File: config.mk
export PLATFORM = sky130hd
export DESIGN_NAME = rcx_front
export DESIGN_NICKNAME = d
export VERILOG_FILES = /design/src/hw/rtl/rcx_pkg.sv /design/src/hw/rtl/rcx_front.sv
export SDC_FILE = /design/constraint.sdc
export NUM_CORES = 2
export LEC_CHECK = 0
export ABC_AREA = 1
export BUFFER_PORTS_ARGS = -buffer_cell sky130_fd_sc_hd__buf_2
export CORE_ASPECT_RATIO = 0.9
export CORE_MARGIN = 3
export CORE_UTILIZATION = 26
export CTS_CLUSTER_SIZE = 8
export DETAILED_ROUTE_END_ITERATION = 8
export PLACE_DENSITY = 0.47
export SLEW_MARGIN = 10
export SYNTH_ARGS = -nofsm -noshare
export SYNTH_HDL_FRONTEND = slang
export SYNTH_SLANG_ARGS = --single-unit
File: constraint.sdc
create_clock -name i_clk -period 8.5 [get_ports i_clk]
set_input_delay 1.275 -clock i_clk [delete_from_list [all_inputs] [get_ports i_clk]]
set_output_delay 1.275 -clock i_clk [all_outputs]
set_load 0.01 [all_outputs]
File: src/hw/rtl/rcx_pkg.sv
// Shared item types and the elaboration-time linearization table builder.
package rcx_pkg;

    localparam int FRAC_BITS_DEF = 16;
    localparam int LIN_MAX = 25;
    localparam int BIG_W = 400;

    typedef struct packed {
        logic [7:0] red;
        logic [7:0] green;
        logic [7:0] blue;
    } t_in;

    typedef struct packed {
        logic [15:0] chroma_x;
        logic [15:0] chroma_y;
        logic [16:0] luminance;
        logic        is_black;
    } t_out;

    function automatic logic [LIN_MAX-1:0] power_entry(input int unsigned v, input int frac);
        logic [BIG_W-1:0] den12;
        logic [BIG_W-1:0] rhs;
        logic [BIG_W-1:0] t;
        int unsigned num;
        int unsigned lo;
        int unsigned hi;
        int unsigned mid;
        num = 1000 * v + 14025;
        den12 = BIG_W'(1);
        rhs = BIG_W'(1);
        for (int i = 0; i < 12; i++) begin
            den12 = den12 * BIG_W'(269025);
            rhs = rhs * BIG_W'(num);
        end
        rhs = rhs << (5 * (frac + 1));
        lo = 0;
        hi = (32'd1 << (frac + 1)) + 1;
        while (hi - lo > 1) begin
            mid = lo + (hi - lo) / 2;
            t = den12;
            for (int i = 0; i < 5; i++) begin
                t = t * BIG_W'(mid);
            end
            if (t <= rhs) begin
                lo = mid;
            end else begin
                hi = mid;
            end
        end
        return LIN_MAX'((lo + 1) >> 1);
    endfunction

    function automatic logic [256*LIN_MAX-1:0] build_lin(input int frac);
        logic [256*LIN_MAX-1:0] tab;
        longint unsigned lin;
        tab = '0;
        for (int v = 0; v < 256; v++) begin
            if (v <= 10) begin
                lin = (((longint'(v) * 10) << frac) + 16473) / 32946;
                tab[v*LIN_MAX +: LIN_MAX] = LIN_MAX'(lin);
            end else begin
                tab[v*LIN_MAX +: LIN_MAX] = power_entry(v, frac);
            end
        end
        return tab;
    endfunction

endpackage

File: src/hw/rtl/rcx_front.sv
// Linearization lookup, color matrix and divider setup, three pipeline stages.
module rcx_front #(
    parameter int FRAC_BITS = rcx_pkg::FRAC_BITS_DEF,
    parameter int SW = FRAC_BITS + 15,
    parameter int QW = FRAC_BITS + 1
) (
    input  logic                  i_clk,
    input  logic                  i_rst_n,
    input  logic                  i_valid,
    input  rcx_pkg::t_in          i_in,
    output logic                  o_valid,
    output logic [2:0][SW-1:0]    o_div,
    output logic [2:0][SW-1:0]    o_rem,
    output logic [2:0][QW-1:0]    o_num,
    output logic                  o_black
);
    import rcx_pkg::*;

    localparam int LW = FRAC_BITS + 1;
    localparam int NW = SW + QW;
    localparam logic [256*LIN_MAX-1:0] TAB = build_lin(FRAC_BITS);

    logic [2:0]    r_valid;
    logic [LW-1:0] r_lr, r_lg, r_lb;
    logic [SW-1:0] r_xn, r_yn, r_zn;
    logic [SW-1:0] n_xn, n_yn, n_zn;
    logic [SW-1:0] sum;
    logic [NW-1:0] num_x, num_y, num_l;

    always_comb begin
        n_xn = SW'(4124) * SW'(r_lr) + SW'(3576) * SW'(r_lg) + SW'(1805) * SW'(r_lb);
        n_yn = SW'(2126) * SW'(r_lr) + SW'(7152) * SW'(r_lg) + SW'(722) * SW'(r_lb);
        n_zn = SW'(193) * SW'(r_lr) + SW'(1192) * SW'(r_lg) + SW'(9505) * SW'(r_lb);
        sum = r_xn + r_yn + r_zn;
        num_x = (NW'(r_xn) << FRAC_BITS) + NW'(sum >> 1);
        num_y = (NW'(r_yn) << FRAC_BITS) + NW'(sum >> 1);
        num_l = NW'(r_yn) + NW'(5000);
    end

    always_ff @(posedge i_clk) begin
        if (!i_rst_n) begin
            r_valid <= '0;
        end else begin
            r_valid <= {r_valid[1:0], i_valid};
        end
        r_lr <= TAB[i_in.red * LIN_MAX +: LW];
        r_lg <= TAB[i_in.green * LIN_MAX +: LW];
        r_lb <= TAB[i_in.blue * LIN_MAX +: LW];
        r_xn <= n_xn;
        r_yn <= n_yn;
        r_zn <= n_zn;
        o_div[0] <= sum;
        o_div[1] <= sum;
        o_div[2] <= SW'(10000);
        o_rem[0] <= num_x[NW-1:QW];
        o_rem[1] <= num_y[NW-1:QW];
        o_rem[2] <= num_l[NW-1:QW];
        o_num[0] <= num_x[QW-1:0];
        o_num[1] <= num_y[QW-1:0];
        o_num[2] <= num_l[QW-1:0];
        o_black <= (sum == '0);
    end

    assign o_valid = r_valid[2];

endmodule

# Yosys cells after proc, flatten, opt, wreduce, memory -nomap -nowiden
# Index checks and enable logic that the tools add are counted.
# Widths: inputs -> output; s select.
# classes
n_addsub	11
n_shift	3
mul	12
n_reduce_logical	1
# ops
cell	count
$shiftx 6400x14->17 const A	3
$add 47x30->48	2
$mul 11x17->28 const A	3
$mul 9x17->26 const A	3
$add 31x31->31	2
$mul 8x17->25 const A	2
$mul 8x5->13 const B	3
$add 31x13->32 const B	1
$add 29x30->31	1
$add 29x31->31	1
$add 30x29->31	1
$add 31x27->31	1
$add 31x28->31	1
$logic_not 31->1	1
$mul 14x17->31 const A	1
$add 25x28->29	1
# totals
out_inout_bits	239
register_bits	307
elab_cells	42

# Depth between registers and ports, before layout
# logic_depth
depth_word	3
depth_mapped	36
mapped_depth_nobuf	36

# Least setup slack after synthesis
# OpenSTA, ideal clock, no wires.
# synth_timing
path_type	reg2reg
start	register r_lg[6]
end	register r_xn[26]
path_stages_with_launch	32
setup_ns	0.120
required_time_ns	8.380
n_path_buf	0
setup_slack_ns	1.352
arrival_time_ns	7.028
path_cell_list	dfxtp_1 -> inv_1 -> fa_1 -> inv_1 -> fa_1 -> inv_1 -> fa_1 -> fa_1 -> inv_1 -> ha_1 -> a21o_1 -> a21oi_1 -> nand2_1 -> nand2_1 -> nand2_1 -> xnor2_1 -> fa_1 -> inv_1 -> fa_1 -> inv_1 -> fa_1 -> fa_1 -> inv_1 -> ha_1 -> nand2_1 -> nor2_1 -> inv_1 -> nor3_1 -> o21ai_0 -> nand3_1 -> a21oi_1 -> xnor2_1
# synth_via
elab_chain_len	3
# synth_rtl
item	line_no	text
start: declaration	rcx_front.sv:24	logic [LW-1:0] r_lr, r_lg, r_lb;
start signal: assignment	rcx_front.sv:47	r_lg <= TAB[i_in.green * LIN_MAX +: LW];
$mul 9x17->26	rcx_front.sv:31	n_xn = SW'(4124) * SW'(r_lr) + SW'(3576) * SW'(r_lg) + SW'(1805) * SW'(r_lb);
$add 30x29->31	rcx_front.sv:31	
$add 31x28->31	rcx_front.sv:31	
net n_xn[26]	rcx_front.sv:26	logic [SW-1:0] n_xn, n_yn, n_zn;
end signal: assignment	rcx_front.sv:49	r_xn <= n_xn;
end: declaration	rcx_front.sv:25	logic [SW-1:0] r_xn, r_yn, r_zn;
# The timed path passes the listed nets, and every way through them passes these cells.
# A chain may end at the register's enable or synchronous reset.

# Worst setup path after layout
# layout_timing
start	register r_lg[7]
end	register r_xn[26]
# Same word-level chain as after synthesis.

==> flow_summary.json <==
{
  "syn_inst": 6617,
  "synthesis.area_sq_um": 48600,
  "initial_core_util": 0.263,
  "synthAdderAreaFrac": 0.380,
  "syn_to_final_growth_pct": 9.57,
  "wl_per_cell_microns": 23.4,
  "cts_tree": "yes",
  "drive_above_1_share": 0.0679,
  "synth_edf_count": 0,
  "vias_per_cell": 5.05,
  "drt_iter0_drc": 4644,
  "setup_viol": 0,
  "grt_use_total": 0.218,
  "grt_pass1_wl_mm": 314,
  "yosys.area_share.simple": 0.181,
  "final_cell_mix": "inv_1, nand2_1, ha_1, nor2_1, fa_1",
  "core_sq_um": 185000,
  "crit_type": "flip-flop to flip-flop",
  "drv_slew": 0,
  "htree_num_levels": 2,
  "cts.sinks": 271,
  "async_reset_ff_frac": 0,
  "critPathLaunchType": "flip-flop",
  "synth_seq_cells": 271,
  "synth_compound_area_frac": 0.148,
  "globalplace.congestion": 0.999,
  "tns_ps": 0,
  "die_area_sq_um": 192000,
  "crit_arrival_ps": 8570,
  "rsz0062_at_grt": "no",
  "seq_area_frac_synth": 0.112,
  "period_minus_slack_ps": 8080,
  "nets": 7994,
  "portBuffers": 217,
  "cts_resized": 0,
  "numCtsBuffers": 42,
  "regToRegSetupSlack_ps": 420,
  "clockBufferDepth": 3,
  "ant_nets": 0,
  "max_stage_delay_ps": 570,
  "max_cap_violations": 0,
  "min_path_type": "flip-flop to flip-flop",
  "outcome": "finished clean",
  "synthMuxAreaShare": 0,
  "dieHeight_microns": 416,
  "drc": 0,
  "yosys_warnings": 0,
  "path_max_fanout": 8,
  "placedInstanceArea_sq_um": 52000,
  "cpMaxStageDelayCell": "fa_1",
  "holdBufCountCts": 0,
  "clock-root-buffer": "clkbuf_16",
  "synth_cell_types": 74,
  "hold_viol_final": 0,
  "tightest_slew_ps": 1070,
  "die_x_microns": 462,
  "avgSynthCellArea_sq_um": 7.34,
  "cts_setup_buffers": 0,
  "cts.clk_slew.worst_paths_ps": 60,
  "antenna_found_initial": 4,
  "required_ps": 8990,
  "grt-ovfl-total": 0,
  "fmax_mhz": 124,
  "fp-row-count": 149,
  "io_pins": 266,
  "critPathCaptureType": "flip-flop",
  "drt_first_pass_iters": 8,
  "fin_worst_skew_ps": 54.5,
  "wl_mm": 215,
  "mostFrequentLayoutCell": "inv_1",
  "synth_xor_area_frac": 0.0472,
  "timing.final.crit_share": 0.951,
  "synthFlopType": "dfxtp_1",
  "nFillCells": 20400,
  "vias": 46400,
  "slew-limit-headroom": 0.286,
  "insertion_delay_ps": 630,
  "synth_top_family_by_area": "adder cells",
  "dp_hpwl_mm": 178,
  "grt_pass1_vias": 46400,
  "grt_max_degree": 69,
  "fin_area_sq_um": 53200
}
-- metrics by stage --
step | hold slack [ps] | std cells | util | setup slack (ps)
2_1_floorplan | 383 | 6663 | - | 1350
3_3_place_gp | 399 | 9135 | 0.282 | 465
3_5_place_dp | 411 | 9135 | 0.282 | 332
4_1_cts | 421 | 9190 | 0.288 | 281
5_1_grt | 432 | 9190 | 0.288 | 41.1
6_report | 415 | 9192 | 0.288 | 419
-- cells in the mapped netlist (26+ instances only) --
| cell | count | area [sq um] |
|---|---|---|
| o221ai_1 | 30 | 263 |
| nand2_1 | 1144 | 4290 |
| clkbuf_1 | 46 | 173 |
| nor3_1 | 59 | 295 |
| a21oi_1 | 411 | 2060 |
| o22ai_1 | 41 | 257 |
| xor2_1 | 169 | 1480 |
| nand3_1 | 286 | 1430 |
| ha_1 | 752 | 9410 |
| dfxtp_1 | 271 | 5430 |
| buf_2 | 73 | 365 |
| nor2_1 | 460 | 1730 |
| nand4_1 | 71 | 444 |
| inv_1 | 1261 | 4730 |
| buf_4 | 129 | 968 |
| xnor2_1 | 91 | 797 |
| o211ai_1 | 63 | 473 |
| a21o_1 | 26 | 195 |
| o21ai_0 | 392 | 1960 |
| o21ai_1 | 27 | 135 |
| fa_1 | 452 | 9050 |
| a31oi_1 | 57 | 357 |
-- metal layers --
| layer | GRT usage | share of wire | vias up | routed length, microns |
|---|---|---|---|---|
| met4 | 0.0679 | 0.034 | 2 | 7400 |
| li1 | - | - | 21700 | - |
| met5 | 0 | 0.000051 | - | 11 |
| met3 | 0.0312 | 0.074 | 335 | 15900 |
| met1 | 0.311 | 0.46 | 22400 | 99500 |
| met2 | 0.338 | 0.43 | 2022 | 92500 |
-- cells by family (layout without fill, tap and decap cells) --
family / after synthesis / count (layout)
fa+ha+maj: 1204 / 1204
simple gates: 2104 / 2104
flops: 271 / 271
xor+xnor: 261 / 261
compound gates: 1229 / 1229
other cells: 2 / 50
buf+inv: 1546 / 1657
-- worst paths after layout --
kind                         start                     to  cells after the start
max                r_lg[7]$_DFF_P_       r_xn[26]$_DFF_P_                     32
min          r_valid[0]$_SDFF_PN0_  r_valid[1]$_SDFF_PN0_                      2
max reg2reg        r_lg[7]$_DFF_P_       r_xn[26]$_DFF_P_                     32
min reg2reg  r_valid[0]$_SDFF_PN0_  r_valid[1]$_SDFF_PN0_                      2
-- worst max-delay path, delay by kind of cell, from the launching register on --
family | cells | cell delay [ps]
compound gates | 4 | 610
xor+xnor | 2 | 310
fa+ha+maj | 10 | 4870
buf+inv | 9 | 700
flops | 1 | 440
simple gates | 7 | 1000
-- cell type report --
cell class | count | area (sq um) | share of cell area
well taps | 2416 | 3020 | 0.0568
inverters | 1285 | 4830 | 0.0906
diodes | 2 | 5.00 | 0.0000940
repair buffers | 317 | 1840 | 0.0345
flip-flops and latches | 271 | 5430 | 0.102
multi-input cells | 4846 | 36900 | 0.694
clock buffers | 50 | 1140 | 0.0214
clock inverters | 5 | 56.3 | 0.00106
-- flip-flops by register name, indices dropped and copies added (netlist names) --
signal,flops
o_black,1
o_div,15
o_num,33
o_rem,77
r_lb,17
r_lg,17
r_lr,17
r_valid,3
r_xn,31
r_yn,30
r_zn,30
Power is not shown: default switching activity piles up to over one toggle a cycle in this logic, so the estimate is an artifact.
