## src/hw/rtl/rcx_div_cell.sv

```systemverilog
// One restoring division step for three lanes, registered.
module rcx_div_cell #(
    parameter int SW = 31,
    parameter int QW = 17
) (
    input  logic               i_clk,
    input  logic               i_rst_n,
    input  logic               i_valid,
    input  logic [2:0][SW-1:0] i_div,
    input  logic [2:0][SW-1:0] i_rem,
    input  logic [2:0][QW-1:0] i_num,
    input  logic [2:0][QW-1:0] i_q,
    input  logic               i_black,
    output logic               o_valid,
    output logic [2:0][SW-1:0] o_div,
    output logic [2:0][SW-1:0] o_rem,
    output logic [2:0][QW-1:0] o_num,
    output logic [2:0][QW-1:0] o_q,
    output logic               o_black
);
    logic [2:0][SW:0]   t;
    logic [2:0][SW:0]   d;
    logic [2:0]         ge;
    logic [2:0][SW-1:0] n_rem;
    logic [2:0][QW-1:0] n_q;

    always_comb begin
        for (int k = 0; k < 3; k++) begin
            t[k] = {i_rem[k], i_num[k][QW-1]};
            ge[k] = t[k] >= {1'b0, i_div[k]};
            d[k] = t[k] - {1'b0, i_div[k]};
            n_rem[k] = ge[k] ? d[k][SW-1:0] : t[k][SW-1:0];
            n_q[k] = {i_q[k][QW-2:0], ge[k]};
        end
    end

    always_ff @(posedge i_clk) begin
        if (!i_rst_n) begin
            o_valid <= 1'b0;
        end else begin
            o_valid <= i_valid;
        end
        o_div <= i_div;
        o_rem <= n_rem;
        for (int k = 0; k < 3; k++) begin
            o_num[k] <= i_num[k] << 1;
        end
        o_q <= n_q;
        o_black <= i_black;
    end

endmodule

```

## config.mk

```make
export PLATFORM = sky130hd
export DESIGN_NAME = rcx_div_cell
export DESIGN_NICKNAME = d
export VERILOG_FILES = /design/src/hw/rtl/rcx_div_cell.sv
export SDC_FILE = /design/constraint.sdc
export NUM_CORES = 1
export LEC_CHECK = 0
export BUFFER_PORTS_ARGS = -buffer_cell sky130_fd_sc_hd__clkbuf_2
export CAP_MARGIN = 25
export CORE_AREA = 8 8 223 225
export DETAILED_ROUTE_END_ITERATION = 7
export DIE_AREA = 0 0 231 233
export GPL_ROUTABILITY_DRIVEN = 0
export MAX_ROUTING_LAYER = met4
export PLACE_DENSITY = 0.48
export SLEW_MARGIN = 30
export SYNTH_ARGS = -nofsm -noshare
export SYNTH_HDL_FRONTEND = slang
export SYNTH_SLANG_ARGS = --single-unit
```

## constraint.sdc

```tcl
create_clock -name i_clk -period 3.4 [get_ports i_clk]
set_input_delay 0.34 -clock i_clk [delete_from_list [all_inputs] [get_ports i_clk]]
set_output_delay 0.34 -clock i_clk [all_outputs]
set_load 0.01 [all_outputs]
```

-- After elaboration in Yosys (flattened, before gate mapping)
Cells that the tools add are included.
- register bits after elaboration: 287
- bits in latches: 0
- RAM bits: 0
- ROM bits: 0
- bits of input ports: 292
- output and inout port bits: 290
- word-level logic and storage cells: 23
- memories kept: 0
- add/sub/neg operators: 3
- $mul: 0
- divide/modulo/power cells: 0
- $lt $le $gt $ge: 3
- equal/unequal tests: 0
- shift-type cells: 0
- multiplexer cells: 3
- bitwise gates (word level): 0
- reductions and logical operators: 0
- operators with widths (kind ; number):
    $ge A32 B31 Y1 ; 3
    $mux W31 ; 3
    $sub A31 B31 Y31 ; 3

-- Depth between registers and ports, before layout
Gate-level depths: netlist of the first run.
- depth in word-level cells: 2
- depth in mapped cells: 15
- mapped depth without buffers: 12

-- Worst setup path before layout of the first run
No wires, ideal clock.
- path type: input to register
- start point: in i_div[2] in the netlist's numbering
- end point: reg o_rem[19] in the netlist's numbering
- setup time: 0.123 ns
- data arrival time: 2.530 ns
- data required time: 3.277 ns
- path slack: 0.747 ns
- stages: 11
- path buffers: 1
- cells stage by stage: inv_1 ha_1 nor2b_1 o31a_1 o41a_4 a21oi_4 o21ai_2 o21ai_1 a31o_2 buf_6 mux2_1
- RTL lines (element ; line ; RTL):
    start, declared ; 9 ; input logic [2:0][SW-1:0] i_div,
    end signal, assigned ; 44 ; o_rem <= n_rem;
    end, declared ; 16 ; output logic [2:0][SW-1:0] o_rem,

==> run metrics, run 1 <==
status=finished clean; Critical path buffers and inverters=4; Syn Area/Cell=around 9.4 sq um; largest net degree at the start of global routing=41; max-cap check violation count=0; IO Count=582; Clock Pin Slew Worst Setup and Hold Paths=around 0.050 ns; Total GRT Usage=16.8%; commonest cells in the netlist=dfxtp_1, inv_1, nand2_1; DP Area=roughly 16,000 sq um; crit-path max cell delay=between 0.5 and 0.6 ns; Post-Synth XOR/XNOR Area=5.60%; simple logic cell fraction of the synthesized area=approximately 11%; headroom to the max-slew limit=63.1%; met3 Usage GRT=5.98%; vias post-DR=about 12k; area share of the largest cell type after synthesis=a little under half; Worst Setup EP=o_rem[38]; Synth Warn #=0; Post-Synthesis Cells=approximately 1.3k; global route overflow=0; row count=79; final total power=9810 uW; Initial Utilization=around a quarter; initial antenna violation count=5; core area=roughly 46,000 sq um; RSZ-0062 raised after global routing=no; final hold violation count=0; Tmin final=about 3.1 ns; CP Cell Sequence=dlygate4sd3_1 > clkbuf_2 > inv_1 > ha_1 > and3_1 > nand2_1 > nor4_2 > a21oi_1 > o21ai_0 > a31oi_1 > o221a_2 > buf_4 > o31ai_1; CTS tree=done; critical path data arrival time=about 3.5 ns; Crit-path slowest cell=dlygate4sd3_1; P_leak=approximately 0.0093 uW; Iteration-0 DRC Markers=478; met1 Track Usage GR=~18%; Crit Path Class=input pin to flip-flop; worst setup path start=i_div[53]; H-tree depth=2; f_max=about 0.32 GHz; count leader, synth=dfxtp_1; post-route design area=roughly 19,000 sq um; Post-synth ARST share=0%; Post-CTS Setup Bufs=0; DR WL/cell=roughly 17 um; ys flop type=dfxtp_1; Die Span Y=233 um; worst hold path type=input pin to flip-flop; largest family of logic cells by synthesized area=compound AO/OA/AOI/OAI gates; port bufs=around 580; TNS Setup=0 ns; post-synth top area cell=dfxtp_1; First-pass DRT Iterations=5; register bit total from synthesis=about 290; post-synthesis compound-gate area fraction=about a fifth; share of layout cells above drive strength 1=between 30% and 40%; Max Slew Vio Count=0; CTS buffer count=34; mapped cell area=about 12,000 sq um; Die Area=53,800 sq um; delay-heaviest family, CP=buffers and inverters; clk buf depth=3; vias in the first global route=12.5k; Final setup viols=0; met2 GRT Util=between 20% and 30%; number of cells on the critical path=13; CP required=approximately 3.8 ns; maximum VDD drop=between 300 and 400 uV; Layout Area Growth over Synthesis=55.5%; mux cell area share after synthesis=0.841%; Worst-Margin Slew=between 0.5 and 0.6 ns; CTS sink count=287; post-cts sizing count=0; top cells by area, synth=dfxtp_1, ha_1, a21oi_1; gr busiest metal=met2; Final Cycle Share=between 90% and 100%; root buffer selected by CTS=clkbuf_16; setup ws final=between 0.2 and 0.3 ns; library cells used by synthesis=67; Setup WS pre-CTS=0.281 ns; DRC=0; crit path launch type=input pin; Via density=roughly 4.4; power per cell area=524 nW/um^2; Adder-Cell Fraction of Synth Area=between 10% and 20%; Final ANT Viol Nets=0; hpwl dp=between 30 and 40 mm; Routed WL=~46 mm; critical path peak fanout=40; global-route wire length before repair=69.9 mm; die width=231 um; number of flops mapped to enable cells by yosys=0; # nets final=roughly 2.5k; CP Capture Type=flip-flop; sequential-to-total area share from yosys stat=47.7%
where the power goes:
part / switching, uW / internal, uW / leakage [uW]
Sequential: 98.4 / 3730 / 0.00242
Combinational: 1280 / 1040 / 0.00636
Clock: 1400 / 2250 / 0.000556
repair_timing:
| action | 4_1_cts | 5_1_grt |
|---|---|---|
| hold buffers | 206 | 0 |
| endpoints found under the hold margin | 205 | 0 |
| endpoints found under the setup margin | 0 | 0 |
layout make-up:
class / count / area (sq um)
clock inverter: 7 / 92.6
timing repair buffer: 793 / 5040
fill: 4579 / 27300
multi-input combinational: 843 / 5620
sequential: 287 / 5750
inverter: 114 / 428
tap: 607 / 759
antenna: 5 / 12.5
clock buffer: 50 / 1030
layout by cell type (no fill, tap or decap), types with 5 or more instances in the layout:
cell / synthesis / routed
o21a_1: 19 / 19
clkbuf_16: 0 / 37
clkbuf_2: 2 / 575
a21o_1: 40 / 40
a21boi_0: 8 / 8
dlygate4sd3_1: 0 / 206
nand2b_1: 8 / 8
a31oi_1: 10 / 10
clkbuf_1: 14 / 7
buf_4: 8 / 11
and2_1: 8 / 8
mux2_2: 8 / 8
xor2_1: 31 / 31
o21bai_1: 5 / 5
dfxtp_1: 287 / 287
nand3_1: 12 / 12
o21ai_1: 40 / 40
nor3_1: 8 / 8
a211o_1: 6 / 6
nor2b_1: 12 / 12
clkbuf_8: 0 / 6
nand4_1: 16 / 16
ha_1: 93 / 93
o31ai_1: 16 / 16
xnor2_1: 46 / 46
nor2_1: 82 / 82
diode_2: 0 / 5
a21oi_1: 109 / 109
a211oi_1: 12 / 12
and3_1: 8 / 8
nand2_1: 111 / 111
inv_1: 113 / 113
o21ai_0: 76 / 76
flip-flops by register name (all words and copies together), names as in the netlist:
register / flops
o_div: 93
o_rem: 93
o_q: 51
o_num: 48
o_black: 1
o_valid: 1
per-layer routing:
metal,wire (um),vias up,share of wire (%)
met3,3990,76,8.7
met5,0,-,0
li1,-,5991,-
met4,1760,0,3.8
met1,18100,5412,39
met2,22200,401,48
worst min path at each step:
stage | cells after the start | startpoint | to
2_1_floorplan | 0 | i_black | o_black
3_3_place_gp | 1 | i_q[49] | o_q[50]
3_5_place_dp | 1 | i_q[32] | o_q[33]
4_1_cts | 3 | i_rem[10] | o_rem[11]
5_1_grt | 3 | i_rem[10] | o_rem[11]
6_report | 3 | i_rem[38] | o_rem[39]
per-stage QoR:
stage               hold WS [ns]  util, %  instances
floorplan                  0.368        -       1284
global placement           0.443     33.7       2438
global route              0.0192     40.7       2706
CTS                     0.000299     40.6       2701
detailed placement         0.444     33.7       2438
finish                    0.0380     40.7       2706
kinds of logic after synthesis:
group,count (synthesis)
adder cells (fa/ha/maj),96
other,1
flip-flops,287
buffers and inverters,154
AO/OA/AOI/OAI,373
XOR/XNOR,77
multiplexers,9
AND/OR/NAND/NOR,285
Power figures use the tool's default switching activity.
==> run 2, diff against run 1 <==
Clock period 3.4 ns to 3.3 ns, I/O delays scaled along.
==> run metrics, run 2 (synthesis results as in run 1) <==
clk buf depth=3 (unchanged); Die Area=53,800 sq um (unchanged); Clock Pin Slew Worst Setup and Hold Paths=0.05 ns (about the same); headroom to the max-slew limit=61.6% (-1.6 points); Crit-path slowest cell=dlygate4sd3_1; critical path peak fanout=3 (-93%); port bufs=575 (unchanged); largest net degree at the start of global routing=41 (unchanged); global-route wire length before repair=71.1 mm (+1.6%); RSZ-0062 raised after global routing=yes; setup ws final=0.138 ns (-0.143 ns); Tmin final=roughly 3.2 ns; Setup WS pre-CTS=0.169 ns (-0.113 ns); CTS buffer count=34 (unchanged); DR WL/cell=17.0 um (+0.18%); final hold violation count=0 (unchanged); vias post-DR=11.9k (+0.36%); Final setup viols=0 (unchanged); H-tree depth=2 (unchanged); commonest non-fill, non-tap cell in the layout=clkbuf_2; P_leak=0.00950 uW (+1.7%); P_int=7460 uW (+6.2%); Final ANT Viol Nets=0 (unchanged); # nets final=2,488 (+1.1%); Crit Path Class=input pin to flip-flop; worst hold path type=input pin to flip-flop; Switching Share=28.3% (-0.11 points); crit path launch type=input pin; TNS Setup=0 ns (unchanged); delay-heaviest family, CP=compound AO/OA/AOI/OAI gates; NetSw=2940 uW (+5.7%); IO Count=582 (unchanged); Routed WL=46.6 mm (+1.2%); Iteration-0 DRC Markers=501 (+4.8%); critical path data arrival time=3.57 ns (+0.03 ns); share of power burned in registers=37.9% (-1.1 points); die width=231 um (unchanged); vias in the first global route=12.7k (+1.8%); CP required=3.70 ns (-0.12 ns); CTS sink count=287 (unchanged); First-pass DRT Iterations=5 (unchanged); maximum VDD drop=392 uV (+0.29%); CP Cell Sequence=dlygate4sd3_1 > clkbuf_2 > ha_1 > fa_1 > nor2b_1 > o31a_1 > o41a_4 > a21boi_0 > o311ai_0 > nand2_1 > o31ai_1 > xnor2_1 > o21ai_1; biggest regs=o_div: 93 flops, o_rem: 93 flops, o_q: 51 flops; DRC=0 (unchanged); hpwl dp=37.1 mm (about the same); root buffer selected by CTS=clkbuf_16; share of layout cells above drive strength 1=31.6% (+0.10 points); Clk pwr share=38.7% (+1.4 points); Gate power share=23.4% (-0.3 points); status=finished clean; Initial Utilization=26.2% (unchanged); Die Span Y=233 um (unchanged); max-cap check violation count=0 (unchanged); initial antenna violation count=3 (-2); CTS tree=done; core area=46,100 sq um (unchanged); row count=79 (unchanged); Critical path buffers and inverters=2 (-2); fillcell total=4,584 (+0.11%); Max Slew Vio Count=0 (unchanged); crit-path max cell delay=0.55 ns (+0.02 ns); DP Area=15,600 sq um (+0.19%); post-route design area=19,100 sq um (+1.9%); final total power=10,400 uW (+6.1%); Via density=4.36 (-0.70%); Final Cycle Share=95.8%; power per cell area=545 nW/um^2 (+4.1%); Layout Area Growth over Synthesis=58.4%; Worst-Margin Slew=0.575 ns (+0.0232 ns); f_max=0.316 GHz; commonest cells after routing, fill and taps aside=clkbuf_2, dfxtp_1, dlygate4sd3_1; global route overflow=0 (unchanged); Total GRT Usage=17.1% (+0.28 points); CP Capture Type=flip-flop
run 2: changes by cell type in the layout (fill, tap and decap cells not counted), moves of 2 or more:
cell / delta
clkinvlp_4: +2
bufinv_16: +3
clkbuf_8: +2
inv_6: +3
buf_4: +4
diode_2: -2
clkbuf_1: -3
dlygate4sd3_1: +23
clkbuf_16: -2
clkinv_4: -2
run 2: power groups by stage:
stage	clock network, uW	registers [uW]	logic (uW)
after floorplan	0	4210	1070
after global placement	0	4010	2220
after detailed placement	0	4020	2220
after CTS	4190	3950	2460
after global routing	4320	3980	2680
final	4030	3940	2430
run 2: final cells by class:
type | instances | area, sq um | area share, %
multi-input cells | 843 | 5620 | 29.5
clock buffers | 47 | 1000 | 5.24
flip-flops and latches | 287 | 5750 | 30.1
inverters | 114 | 433 | 2.27
well taps | 607 | 759 | 3.98
diodes | 3 | 7.51 | 0.0393
repair buffers | 820 | 5300 | 27.8
clock inverters | 14 | 214 | 1.12
run 2: tightest hold or removal path: stages:
cell      delay (ns)
clkbuf_2        0.09
nand2_1         0.04
o21ai_0         0.07
run 2: timing repair:
action,4_1_cts,5_1_grt
gates resized for setup,0,4
endpoints found under the hold margin,228,0
hold buffers,229,0
endpoints found under the setup margin,0,26
buffers inserted,0,0
run 2: path summary, 6_finish.rpt:
kind / start / endpoint / slack, ns / cells after the start
setup / recovery: i_div[0] / o_rem[26] / 0.14 / 13
hold / removal: i_rem[33] / o_rem[34] / 0.04 / 3
run 2: metal layers:
layer	GRT usage (%)	wire length [um]	up-vias
li1	-	-	6049
met1	18.6	18600	5379
met2	28.8	22600	408
met3	5.42	3740	87
met4	7.07	1720	0
met5	-	0	-
run 2: stage by stage:
step,cells,hold WS [ns],util [%]
after floorplan,1284,0.358,-
after global placement,2442,0.433,33.8
after detailed placement,2442,0.434,33.8
after CTS,2732,0.000457,41.4
after global routing,2735,0.0172,41.4
final,2735,0.0366,41.4
==> run 3, diff against run 2 <==
Settings changed: CTS_BUF_LIST set to sky130_fd_sc_hd__clkbuf_4 sky130_fd_sc_hd__clkbuf_8.
==> run metrics, run 3 (synthesis results as in run 1) <==
status=finished clean; fillcell total=4,526 (-1.3%); Switching Share=29.6% (+1.4 points); Die Span Y=233 um (unchanged); commonest cells after routing, fill and taps aside=clkbuf_2, dfxtp_1, dlygate4sd3_1; Tmin final=3.04 ns (-0.121 ns); Layout Area Growth over Synthesis=62.5%; core area=46,100 sq um (unchanged); H-tree depth=2 (unchanged); die width=231 um (unchanged); Initial Utilization=26.2% (unchanged); Worst-Margin Slew=0.577 ns (+0.00182 ns); RSZ-0062 raised after global routing=no; CTS tree=done; Post-CTS Setup Bufs=0 (unchanged); initial antenna violation count=6 (+3); critical path peak fanout=3 (unchanged); NetSw=3000 uW (+2.1%); DRC=0 (unchanged); Setup WS pre-CTS=0.169 ns (unchanged); headroom to the max-slew limit=61.4% (-0.12 points); hpwl dp=37.1 mm (unchanged); Gate power share=24.6% (+1.2 points); global-route wire length before repair=73.0 mm (+2.6%); Via density=4.33 (-0.66%); critical path data arrival time=3.54 ns (-0.03 ns); port bufs=575 (unchanged); Critical path buffers and inverters=2 (unchanged); delay-heaviest family, CP=compound AO/OA/AOI/OAI gates; crit path launch type=input pin; met1 Track Usage GR=19.0% (+0.43 points); gr busiest metal=met2; share of layout cells above drive strength 1=32.0% (+0.40 points); First-pass DRT Iterations=5 (unchanged); share of power burned in registers=39.0% (+1.1 points); Hold Slack=0.0744 ns (+0.0378 ns); Clock Pin Slew Worst Setup and Hold Paths=0.06 ns (about the same); Clk pwr share=36.5% (-2.2 points); IO Count=582 (unchanged); Total GRT Usage=17.4% (+0.29 points); # nets final=2,561 (+2.9%); Max Slew Vio Count=0 (unchanged); max-cap check violation count=0 (unchanged); Final setup viols=0 (unchanged); P_int=7130 uW (-4.5%); largest net degree at the start of global routing=41 (unchanged); clk buf depth=3 (unchanged); final hold violation count=0 (unchanged); power per cell area=517 nW/um^2 (-5.1%); CP required=3.80 ns (+0.10 ns); TNS Setup=0 ns (unchanged); row count=79 (unchanged); f_max=0.329 GHz (+4.0%); met3 Usage GRT=5.43% (+0.012 points); Reg area=5750 sq um (unchanged); CP Cell Sequence=dlygate4sd3_1 > clkbuf_2 > ha_1 > fa_1 > nor2b_1 > o31a_1 > o41a_4 > a21boi_0 > o311ai_0 > nand2_1 > o31ai_1 > xnor2_1 > o21ai_1; DR WL/cell=16.8 um (-1.6%); biggest regs=o_div: 93 flops, o_rem: 93 flops, o_q: 51 flops; setup ws final=0.258 ns (+0.121 ns); worst hold path type=input pin to flip-flop; root buffer selected by CTS=clkbuf_8; P_leak=0.00974 uW (+2.6%); global route overflow=0 (unchanged); commonest non-fill, non-tap cell in the layout=clkbuf_2; CTS buffer count=52 (+53%); CTS sink count=287 (unchanged); Routed WL=47.4 mm (+1.8%); vias post-DR=12.2k (+2.7%); crit-path max cell delay=0.54 ns (about the same); Crit Path Class=input pin to flip-flop; maximum VDD drop=349 uV (-11%); area of the multi-input gates=5620 sq um (about the same); met2 GRT Util=30.1% (+1.3 points); Final Cycle Share=92.2% (-3.7 points); vias in the first global route=13.1k (+3.4%); CP Capture Type=flip-flop; Final ANT Viol Nets=0 (unchanged); Crit-path slowest cell=dlygate4sd3_1; Die Area=53,800 sq um (unchanged); Iteration-0 DRC Markers=473 (-5.6%)
## run 3: tightest hold or removal path, cell delays in order
cell      delay, ns
clkbuf_2       0.10
nor2_1         0.06
a21oi_1        0.15
## run 3: power by group through the flow
stage	clock network (uW)	logic, uW	registers, uW
finish	3690	2490	3950
global route	4010	2730	3980
CTS	3850	2510	3950
detailed placement	0	2220	4020
global placement	0	2220	4010
floorplan	0	1070	4210
## run 3: timing repair
item | CTS | global route
gates resized for setup | 0 | 2
hold buffers | 284 | 0
endpoints found under the setup margin | 0 | 5
endpoints found under the hold margin | 283 | 0
## run 3: worst paths after layout
kind / cells after the start / start / end / slack, ns
worst max-delay path: 13 / i_div[0] / o_rem[26] / 0.26
worst min-delay path: 3 / i_rem[85] / o_rem[86] / 0.07
## run 3: layout make-up
| type | instances | share of cell area (%) |
|---|---|---|
| Multi-Input combinational cell | 843 | 28.7 |
| Sequential cell | 287 | 29.3 |
| Tap cell | 607 | 3.88 |
| Antenna cell | 6 | 0.0767 |
| Inverter | 114 | 2.20 |
| Timing Repair Buffer | 875 | 29.9 |
| Clock inverter | 18 | 0.933 |
| Clock buffer | 77 | 5.00 |
## run 3: metal layers
layer,wire [um],vias up,share of wire [%]
met5,0,-,0
met4,1110,0,2.3
met3,3660,61,7.7
met2,23600,404,50
met1,19100,5560,40
li1,-,6218,-
## run 3: through the flow
| step | power (uW) | instances | utilization, % | area (sq um) |
|---|---|---|---|---|
| after floorplan | 5280 | 1284 | - | 12100 |
| after global placement | 6230 | 2442 | 33.8 | 15600 |
| after detailed placement | 6240 | 2442 | 33.8 | 15600 |
| after CTS | 10300 | 2821 | 42.5 | 19600 |
| after global routing | 10700 | 2827 | 42.5 | 19600 |
| final | 10100 | 2827 | 42.5 | 19600 |
